==> src/sv/cawbs_pkg.sv <==
`timescale 1ns / 1ps
// Package for the conditional ALU with barrel shifter.
// Holds the operation and condition codes, shift types and the decoded item type.
package cawbs_pkg;

  typedef enum logic [3:0] {
    OP_AND = 4'd0, OP_EOR = 4'd1, OP_SUB = 4'd2, OP_RSB = 4'd3,
    OP_ADD = 4'd4, OP_ADC = 4'd5, OP_SBC = 4'd6, OP_RSC = 4'd7,
    OP_CMP = 4'd8, OP_CMN = 4'd9, OP_ORR = 4'd10, OP_MOV = 4'd11,
    OP_BIC = 4'd12, OP_MVN = 4'd13, OP_B = 4'd14, OP_BL = 4'd15
  } op_t;

  typedef enum logic [3:0] {
    CC_EQ = 4'd0, CC_NE = 4'd1, CC_CS = 4'd2, CC_CC = 4'd3,
    CC_MI = 4'd4, CC_PL = 4'd5, CC_VS = 4'd6, CC_VC = 4'd7,
    CC_HI = 4'd8, CC_LS = 4'd9, CC_GE = 4'd10, CC_LT = 4'd11,
    CC_GT = 4'd12, CC_LE = 4'd13, CC_AL = 4'd14, CC_NV = 4'd15
  } cond_t;

  localparam logic [1:0] SH_LSL = 2'd0;
  localparam logic [1:0] SH_LSR = 2'd1;
  localparam logic [1:0] SH_ASR = 2'd2;
  localparam logic [1:0] SH_ROR = 2'd3;

  localparam logic [3:0] LINK_REG = 4'd14;

  // Decoded item handed from the front end to the execute side.
  typedef struct packed {
    op_t         op;
    cond_t       cond;
    logic [3:0]  rd;
    logic [3:0]  rn;
    logic [3:0]  rm;
    logic [3:0]  rs;
    logic        imm;
    logic        flag_update;
    logic        reg_amt;
    logic [1:0]  sh_type;
    logic [4:0]  sh_imm;
    logic [3:0]  rot;
    logic [7:0]  imm8;
    logic        is_branch;
    logic        is_link;
    logic        is_cmp;
    logic        is_logical;
    logic [31:0] link_value;
    logic [31:0] target;
  } item_t;

endpackage

==> src/sv/cawbs_front.sv <==
`timescale 1ns / 1ps
// Front end: takes input items and classifies them into decoded items.
// Depends on cawbs_pkg.
module cawbs_front (
  input  logic               in_valid,
  output logic               in_ready,
  input  logic [3:0]         operation,
  input  logic [3:0]         cond,
  input  logic [3:0]         rd,
  input  logic [3:0]         rn,
  input  logic [11:0]        operand2,
  input  logic               imm_flag,
  input  logic               flag_update,
  input  logic signed [23:0] branch_offset,
  input  logic [31:0]        instr_address,
  input  logic               q_full,
  output logic               push,
  output cawbs_pkg::item_t   item
);
  import cawbs_pkg::*;

  logic [31:0] link;
  op_t         op;

  assign op       = op_t'(operation);
  assign in_ready = !q_full;
  assign push     = in_valid && !q_full;
  assign link     = instr_address + 32'd4;

  always_comb begin
    item             = '0;
    item.op          = op;
    item.cond        = cond_t'(cond);
    item.rd          = rd;
    item.rn          = rn;
    item.rm          = operand2[3:0];
    item.rs          = operand2[11:8];
    item.imm         = imm_flag;
    item.flag_update = flag_update;
    item.reg_amt     = operand2[4];
    item.sh_type     = operand2[6:5];
    item.sh_imm      = operand2[11:7];
    item.rot         = operand2[11:8];
    item.imm8        = operand2[7:0];
    item.is_branch   = (op == OP_B) || (op == OP_BL);
    item.is_link     = (op == OP_BL);
    item.is_cmp      = (op == OP_CMP) || (op == OP_CMN);
    item.is_logical  = (op inside {OP_AND, OP_EOR, OP_ORR, OP_MOV, OP_BIC, OP_MVN});
    item.link_value  = link;
    item.target      = link + {{6{branch_offset[23]}}, branch_offset, 2'b00};
  end

endmodule

==> src/sv/cawbs_queue.sv <==
`timescale 1ns / 1ps
// Two-entry queue of decoded items between the front end and the execute side.
// Depends on cawbs_pkg.
module cawbs_queue (
  input  logic             clk,
  input  logic             rst,
  input  logic             push,
  input  cawbs_pkg::item_t push_item,
  output logic             full,
  input  logic             pop,
  output logic             q_valid,
  output cawbs_pkg::item_t head
);
  import cawbs_pkg::*;

  item_t      slots [2];
  logic       wr_ptr;
  logic       rd_ptr;
  logic [1:0] count;

  assign full    = (count == 2'd2);
  assign q_valid = (count != 2'd0);
  assign head    = slots[rd_ptr];

  always_ff @(posedge clk) begin
    if (push) begin
      slots[wr_ptr] <= push_item;
    end
  end

  always_ff @(posedge clk) begin
    if (rst) begin
      wr_ptr <= 1'b0;
      rd_ptr <= 1'b0;
      count  <= 2'd0;
    end else begin
      if (push) wr_ptr <= !wr_ptr;
      if (pop) rd_ptr <= !rd_ptr;
      count <= count + {1'b0, push} - {1'b0, pop};
    end
  end

endmodule

==> src/sv/cawbs_back.sv <==
`timescale 1ns / 1ps
// Execute side: register read stage, shifter, ALU, flags and the output register.
// Depends on cawbs_pkg.
module cawbs_back (
  input  logic             clk,
  input  logic             rst,
  input  logic             q_valid,
  input  cawbs_pkg::item_t q_item,
  output logic             q_pop,
  output logic             out_valid,
  input  logic             out_ready,
  output logic             executed,
  output logic             reg_write,
  output logic [3:0]       dest_reg,
  output logic [31:0]      write_value,
  output logic [3:0]       flags_out,
  output logic             branch_taken,
  output logic [31:0]      branch_target
);
  import cawbs_pkg::*;

  // Three copies of the register file, one per read address.
  logic [31:0] mem_a [16];
  logic [31:0] mem_m [16];
  logic [31:0] mem_s [16];
  logic [15:0] written;

  logic        r_valid;
  item_t       r_item;
  logic [31:0] rd_a_q, rd_m_q, rd_s_q;
  logic        vld_a_q, vld_m_q, vld_s_q;
  logic        fwd_a_q, fwd_m_q, fwd_s_q;
  logic [31:0] fwd_val_q;
  logic [3:0]  flags;

  logic        fire, load;
  logic        we;
  logic [3:0]  waddr;
  logic [31:0] wdata;

  logic [31:0] a_val, m_val, s_val;
  logic        pass, cin, sc;
  logic [31:0] b_val, res;
  logic [31:0] x, y;
  logic        ci;
  logic [32:0] sum;
  logic        c_new, v_new, upd, wrt;
  logic [3:0]  flags_new;
  logic [7:0]  amt;

  assign fire  = r_valid && (!out_valid || out_ready);
  assign load  = q_valid && (!r_valid || fire);
  assign q_pop = load;

  always_ff @(posedge clk) begin
    if (we) begin
      mem_a[waddr] <= wdata;
      mem_m[waddr] <= wdata;
      mem_s[waddr] <= wdata;
    end
  end

  always_ff @(posedge clk) begin
    if (load) begin
      rd_a_q    <= mem_a[q_item.rn];
      rd_m_q    <= mem_m[q_item.rm];
      rd_s_q    <= mem_s[q_item.rs];
      r_item    <= q_item;
      vld_a_q   <= written[q_item.rn];
      vld_m_q   <= written[q_item.rm];
      vld_s_q   <= written[q_item.rs];
      fwd_a_q   <= we && (waddr == q_item.rn);
      fwd_m_q   <= we && (waddr == q_item.rm);
      fwd_s_q   <= we && (waddr == q_item.rs);
      fwd_val_q <= wdata;
    end
  end

  always_ff @(posedge clk) begin
    if (rst) begin
      written <= '0;
      r_valid <= 1'b0;
      flags   <= 4'd0;
    end else begin
      if (we) written[waddr] <= 1'b1;
      if (load) r_valid <= 1'b1;
      else if (fire) r_valid <= 1'b0;
      if (fire) flags <= flags_new;
    end
  end

  assign a_val = fwd_a_q ? fwd_val_q : (vld_a_q ? rd_a_q : 32'd0);
  assign m_val = fwd_m_q ? fwd_val_q : (vld_m_q ? rd_m_q : 32'd0);
  assign s_val = fwd_s_q ? fwd_val_q : (vld_s_q ? rd_s_q : 32'd0);
  assign cin   = flags[1];

  always_comb begin
    case (r_item.cond)
      CC_EQ:   pass = flags[2];
      CC_NE:   pass = !flags[2];
      CC_CS:   pass = flags[1];
      CC_CC:   pass = !flags[1];
      CC_MI:   pass = flags[3];
      CC_PL:   pass = !flags[3];
      CC_VS:   pass = flags[0];
      CC_VC:   pass = !flags[0];
      CC_HI:   pass = flags[1] && !flags[2];
      CC_LS:   pass = !flags[1] || flags[2];
      CC_GE:   pass = (flags[3] == flags[0]);
      CC_LT:   pass = (flags[3] != flags[0]);
      CC_GT:   pass = !flags[2] && (flags[3] == flags[0]);
      CC_LE:   pass = flags[2] || (flags[3] != flags[0]);
      default: pass = 1'b1;
    endcase
  end

  // Barrel shifter.
  always_comb begin
    logic [32:0] wide;
    logic [63:0] dbl;
    logic [4:0]  rot2;
    wide  = '0;
    dbl   = '0;
    rot2  = {r_item.rot, 1'b0};
    amt   = r_item.reg_amt ? s_val[7:0] : {3'd0, r_item.sh_imm};
    b_val = m_val;
    sc    = cin;
    if (r_item.imm) begin
      dbl   = {24'd0, r_item.imm8, 24'd0, r_item.imm8} >> rot2;
      b_val = dbl[31:0];
      sc    = (rot2 == 5'd0) ? cin : b_val[31];
    end else if (!r_item.reg_amt && r_item.sh_imm == 5'd0 && r_item.sh_type == SH_ROR) begin
      b_val = {cin, m_val[31:1]};
      sc    = m_val[0];
    end else begin
      if (!r_item.reg_amt && r_item.sh_imm == 5'd0 && r_item.sh_type != SH_LSL) begin
        amt = 8'd32;
      end
      if (amt != 8'd0) begin
        case (r_item.sh_type)
          SH_LSL: begin
            wide  = {1'b0, m_val} << amt[4:0];
            b_val = (amt < 8'd32) ? wide[31:0] : 32'd0;
            sc    = (amt < 8'd32) ? wide[32] : ((amt == 8'd32) ? m_val[0] : 1'b0);
          end
          SH_LSR: begin
            wide  = {m_val, 1'b0} >> amt[4:0];
            b_val = (amt < 8'd32) ? wide[32:1] : 32'd0;
            sc    = (amt < 8'd32) ? wide[0] : ((amt == 8'd32) ? m_val[31] : 1'b0);
          end
          SH_ASR: begin
            wide  = 33'($signed({m_val, 1'b0}) >>> amt[4:0]);
            b_val = (amt < 8'd32) ? wide[32:1] : {32{m_val[31]}};
            sc    = (amt < 8'd32) ? wide[0] : m_val[31];
          end
          default: begin
            dbl   = {m_val, m_val} >> amt[4:0];
            b_val = dbl[31:0];
            sc    = b_val[31];
          end
        endcase
      end
    end
  end

  // Adder operand selection and logical results.
  always_comb begin
    x  = a_val;
    y  = b_val;
    ci = 1'b0;
    case (r_item.op)
      OP_SUB, OP_CMP: begin y = ~b_val; ci = 1'b1; end
      OP_RSB:         begin x = b_val; y = ~a_val; ci = 1'b1; end
      OP_ADC:         ci = cin;
      OP_SBC:         begin y = ~b_val; ci = cin; end
      OP_RSC:         begin x = b_val; y = ~a_val; ci = cin; end
      default:        ci = 1'b0;
    endcase
    sum = {1'b0, x} + {1'b0, y} + {32'd0, ci};
    case (r_item.op)
      OP_AND:  res = a_val & b_val;
      OP_EOR:  res = a_val ^ b_val;
      OP_ORR:  res = a_val | b_val;
      OP_MOV:  res = b_val;
      OP_BIC:  res = a_val & ~b_val;
      OP_MVN:  res = ~b_val;
      default: res = sum[31:0];
    endcase
    c_new = r_item.is_logical ? sc : sum[32];
    v_new = r_item.is_logical ? flags[0] : ((~(x[31] ^ y[31])) & (x[31] ^ sum[31]));
    upd   = pass && !r_item.is_branch && (r_item.flag_update || r_item.is_cmp);
    flags_new = upd ? {res[31], (res == 32'd0), c_new, v_new} : flags;
    wrt   = pass && !r_item.is_cmp && (!r_item.is_branch || r_item.is_link);
    waddr = r_item.is_branch ? LINK_REG : r_item.rd;
    wdata = r_item.is_branch ? r_item.link_value : res;
  end

  assign we = fire && wrt;

  always_ff @(posedge clk) begin
    if (fire) begin
      executed      <= pass;
      reg_write     <= wrt;
      dest_reg      <= wrt ? waddr : 4'd0;
      write_value   <= wrt ? wdata : 32'd0;
      flags_out     <= flags_new;
      branch_taken  <= pass && r_item.is_branch;
      branch_target <= (pass && r_item.is_branch) ? r_item.target : 32'd0;
    end
  end

  always_ff @(posedge clk) begin
    if (rst) begin
      out_valid <= 1'b0;
    end else if (fire) begin
      out_valid <= 1'b1;
    end else if (out_ready) begin
      out_valid <= 1'b0;
    end
  end

  a_pop_valid: assert property (@(posedge clk) disable iff (rst) q_pop |-> q_valid)
    else $error("queue popped while empty");
  a_fire_out: assert property (@(posedge clk) disable iff (rst) fire |=> out_valid)
    else $error("executed item did not reach the output register");
  a_branch_exec: assert property (@(posedge clk) disable iff (rst)
    out_valid && branch_taken |-> executed)
    else $error("branch taken without execution");
  a_link_reg: assert property (@(posedge clk) disable iff (rst)
    out_valid && branch_taken && reg_write |-> dest_reg == LINK_REG)
    else $error("branch wrote a register other than the link register");
  a_no_write: assert property (@(posedge clk) disable iff (rst)
    out_valid && !reg_write |-> dest_reg == 4'd0 && write_value == 32'd0)
    else $error("write fields set without a register write");

endmodule

==> src/sv/conditional_alu_with_barrel_shifter.sv <==
`timescale 1ns / 1ps
// Conditional ALU with barrel shifter, top level.
// Depends on cawbs_pkg, cawbs_front, cawbs_queue and cawbs_back.
//
// This block executes one ARM-style data-processing or branch instruction per
// input item against a sixteen-entry register file and an NZCV flag register,
// both cleared by reset, and returns exactly one result item per input item.
// It sustains one item per clock cycle while the output is not stalled: the
// front end classifies each item and places it in a two-entry queue, the
// execute side reads the three source registers into a read stage and then
// shifts, adds and updates state, writing the result into an output register.
// A new item is taken while a finished result still waits in the output
// register, and the queue lets the input side keep accepting during short
// output stalls. Register reads see the write of the item just ahead through a
// forwarding path, so back-to-back dependent instructions behave as if run one
// at a time.
module conditional_alu_with_barrel_shifter (
  input  logic               clk,
  input  logic               rst,
  input  logic               in_valid,
  output logic               in_ready,
  input  logic [3:0]         operation,
  input  logic [3:0]         cond,
  input  logic [3:0]         rd,
  input  logic [3:0]         rn,
  input  logic [11:0]        operand2,
  input  logic               imm_flag,
  input  logic               flag_update,
  input  logic signed [23:0] branch_offset,
  input  logic [31:0]        instr_address,
  output logic               out_valid,
  input  logic               out_ready,
  output logic               executed,
  output logic               reg_write,
  output logic [3:0]         dest_reg,
  output logic [31:0]        write_value,
  output logic [3:0]         flags_out,
  output logic               branch_taken,
  output logic [31:0]        branch_target
);
  import cawbs_pkg::*;

  item_t dec_item;
  item_t head_item;
  logic  push, q_full, q_valid, q_pop;

  // Front end: handshake and decode.
  cawbs_front u_front (
    .in_valid      (in_valid),
    .in_ready      (in_ready),
    .operation     (operation),
    .cond          (cond),
    .rd            (rd),
    .rn            (rn),
    .operand2      (operand2),
    .imm_flag      (imm_flag),
    .flag_update   (flag_update),
    .branch_offset (branch_offset),
    .instr_address (instr_address),
    .q_full        (q_full),
    .push          (push),
    .item          (dec_item)
  );

  // Queue that decouples decode from execution.
  cawbs_queue u_queue (
    .clk       (clk),
    .rst       (rst),
    .push      (push),
    .push_item (dec_item),
    .full      (q_full),
    .pop       (q_pop),
    .q_valid   (q_valid),
    .head      (head_item)
  );

  // Execute side with register file, flags and the output register.
  cawbs_back u_back (
    .clk           (clk),
    .rst           (rst),
    .q_valid       (q_valid),
    .q_item        (head_item),
    .q_pop         (q_pop),
    .out_valid     (out_valid),
    .out_ready     (out_ready),
    .executed      (executed),
    .reg_write     (reg_write),
    .dest_reg      (dest_reg),
    .write_value   (write_value),
    .flags_out     (flags_out),
    .branch_taken  (branch_taken),
    .branch_target (branch_target)
  );

endmodule
==> config.mk <==
export PLATFORM = sky130hd
export DESIGN_NAME = conditional_alu_with_barrel_shifter
export DESIGN_NICKNAME = d
export VERILOG_FILES = /design/src/sv/cawbs_pkg.sv /design/src/sv/cawbs_front.sv /design/src/sv/cawbs_queue.sv /design/src/sv/cawbs_back.sv /design/src/sv/conditional_alu_with_barrel_shifter.sv
export SDC_FILE = /design/constraint.sdc
export NUM_CORES = 2
export LEC_CHECK = 0
export BUFFER_PORTS_ARGS = -buffer_cell sky130_fd_sc_hd__buf_4
export CORE_MARGIN = 1.5
export CORE_UTILIZATION = 59
export DETAILED_ROUTE_END_ITERATION = 8
export PLACE_DENSITY = 0.76
export SYNTH_ARGS = -nofsm -noshare
export SYNTH_HDL_FRONTEND = slang
export SYNTH_SLANG_ARGS = --single-unit
==> constraint.sdc <==
create_clock -name clk -period 17.99 [get_ports clk]
set_input_delay 1.799 -clock clk [delete_from_list [all_inputs] [get_ports clk]]
set_output_delay 1.799 -clock clk [all_outputs]
set_load 0.02 [all_outputs]
==> results.txt <==
H-tree depth: 3
Post-Route WL: 219,000 um
Crit path capture type: flip-flop
Worst Tran Pin Value: 1.30 ns
Clk_lat worst skew: 0.72 ns
Cts hold-fix bufs: 0
Top delay family on crit path: compound AO/OA/AOI/OAI gates
Inserted Clock Buffers: 100
Critical Path Max Stage Delay: 0.93 ns
Largest net degree at the start of global routing: 161
Synth cell types: 101
Final slew viol count: 0
Fin crit share: 54.7%
Register Area: 30,000 sq um
DRT Pass-1 Iters: 9
Most frequent cell after synthesis: nand2_1
Vias: 48,400
Synthesized area: 57,200 sq um
Filler cells: 7,195
Initial antenna violation count: 9
Reg with most FFs: u_back.mem_m
CTS tree: yes
RD Place Congestion: 1.11
Synth top area share: 51.5%
Slowest CP cell: edfxtp_1
Synth top cells by count: nand2_1 (1,002), edfxtp_1 (981), nand3_1 (356)
Vias per Instance: 7.21
Largest regs: u_back.mem_m x288, u_back.mem_s x224, u_queue.slots x192
HPWL after DPL: 142,000 um
DIE AREA: 98,900 sq um
Final count of negative-setup-slack endpoints: 0
Avg Cell Area, Syn: 10.7 sq um
1st-iter DRT viols: 8,664
Initial Util: 59.3%
Core area: 96,400 sq um
Post-synthesis sequential area ratio: 52.4%
IO Pins: 167
Clock buffer depth: 3
DRC: 8
Failing checks: DRC
Critical Path RT: 18.56 ns
Outcome: finished with violations
Synth warn: 0
CP bufs+invs: 3
Post-CTS setup buffers: 0
Resize count post-CTS: 0
Worst Hold Class: reg -> reg
CP Launch Type: flip-flop
Die width: 314 um
Critical path class: reg -> reg
Std-Cell Rows: 114
Clock root cell: clkbuf_16
All-layer global routing usage: 43.6%
Clock slew at reported path FFs: 0.08 ns
Final hold violations: 0
#FFs+latches synth: 1,008
Tmin final: 9.84 ns
Asr flop ratio synth: 0%
First-pass GRT wire length: 312,000 um
Critical path arrival: 10.41 ns
Remaining Overflow, GRT: 0
Wirelength per Cell: 32.6 um
CTS sink count: 1,008
Top cells by area, synth: edfxtp_1 (51%), nand2_1 (6.6%), mux4_2 (5.4%), nand3_1 (3.1%), mux2_2 (2.4%)
Final #Nets: 5,533
Layout cell share with drive strength beyond 1: 15.2%
Worst-path fanout max: 46
Clock skew: 0.0747 ns
Synth-to-Final Area Change: 10.9%
Max Cap Violations: 0
Largest area contributor in the netlist: edfxtp_1
Fin Setup TNS: 0 ns
RSZ-0062 raised after global routing: no
Post-synth EDFFs: 981
Worst slew margin: 12.6%
Cells after Synth: 5,325
Top FF cell, synth: edfxtp_1
Max FFs per register: 288
Buffers added on ports: 166
DRT antenna net count: 0
Die Y-Extent: 314 um
Vias in the first global route: 45,300
Synth Net Count: 5,513
Maximum clock rate: 102 MHz
Multi-input logic area: 25,700 sq um
[stage by stage]
stage / setup WS, ns / utilization, % / hold slack [ns] / std cells / cell area (sq um)
2_1_floorplan: 4.26 / - / 0.464 / 5325 / 57200
3_3_place_gp: 8.78 / 62.2 / 0.496 / 6518 / 59900
3_5_place_dp: 8.70 / 62.2 / 0.498 / 6518 / 59900
4_1_cts: 8.60 / 65.7 / 0.513 / 6706 / 63400
5_1_grt: 7.70 / 65.8 / 0.531 / 6708 / 63400
6_report: 8.15 / 65.8 / 0.513 / 6712 / 63400
[logic make-up after synthesis]
group	count (synthesis)	share of synthesized area, %
compound gates	1192	14.3
buf+inv	465	3.29
flops	1008	52.4
mux	373	9.78
simple gates	2085	16.4
fa+ha+maj	98	2.18
xor+xnor	104	1.59
[cell type report]
cell class	count	area share, %
well taps	1276	2.52
diodes	5	0.0197
repair buffers	304	3.65
clock inverters	74	1.39
multi-input cells	3852	40.6
clock buffers	114	4.06
flip-flops and latches	1008	47.3
inverters	79	0.487
[layer usage]
layer / track usage [%] / up-vias / share of wire (%)
met5: 0 / - / 0.011
met4: 23.5 / 4 / 6.6
met3: 11.9 / 818 / 14
met2: 64.9 / 4113 / 44
met1: 58.3 / 23100 / 36
li1: - / 20300 / -
[path summary, 6_finish.rpt]
check	startpoint	to	slack, ns	depth (start not counted)
setup / recovery	u_back.r_item[72]	u_back.flags[2]	8.15	28
hold / removal	u_back.written[5]	u_back.written[5]	0.51	2
setup reg to reg	u_back.r_item[72]	u_back.flags[2]	8.15	28
hold reg to reg	u_back.written[5]	u_back.written[5]	0.51	2
[layout by cell type (no fill, tap or decap), drive strengths merged, types with 91 or more instances in the layout]
cell type / n
a31oi: 117
edfxtp: 981
ha: 95
nor2: 274
mux2i: 115
mux4: 136
buf: 304
and2: 120
clkbuf: 114
nand2: 1002
a211oi: 114
o21ai: 198
mux2: 122
a21oi: 240
nor3: 91
nand3: 356
[worst register-to-register path, delay by kind of cell (launching register included)]
kind	cells	cell delay [ns]
and+or+nand+nor	8	1.76
DFF	1	0.93
AOI/OAI and AO/OA	14	5.22
adders and majority gates	2	0.77
xor gates and xnor gates	1	0.15
buffers and inverters	3	0.91
Power is not shown: default switching activity piles up to over one toggle a cycle in this logic, so the estimate is an artifact.
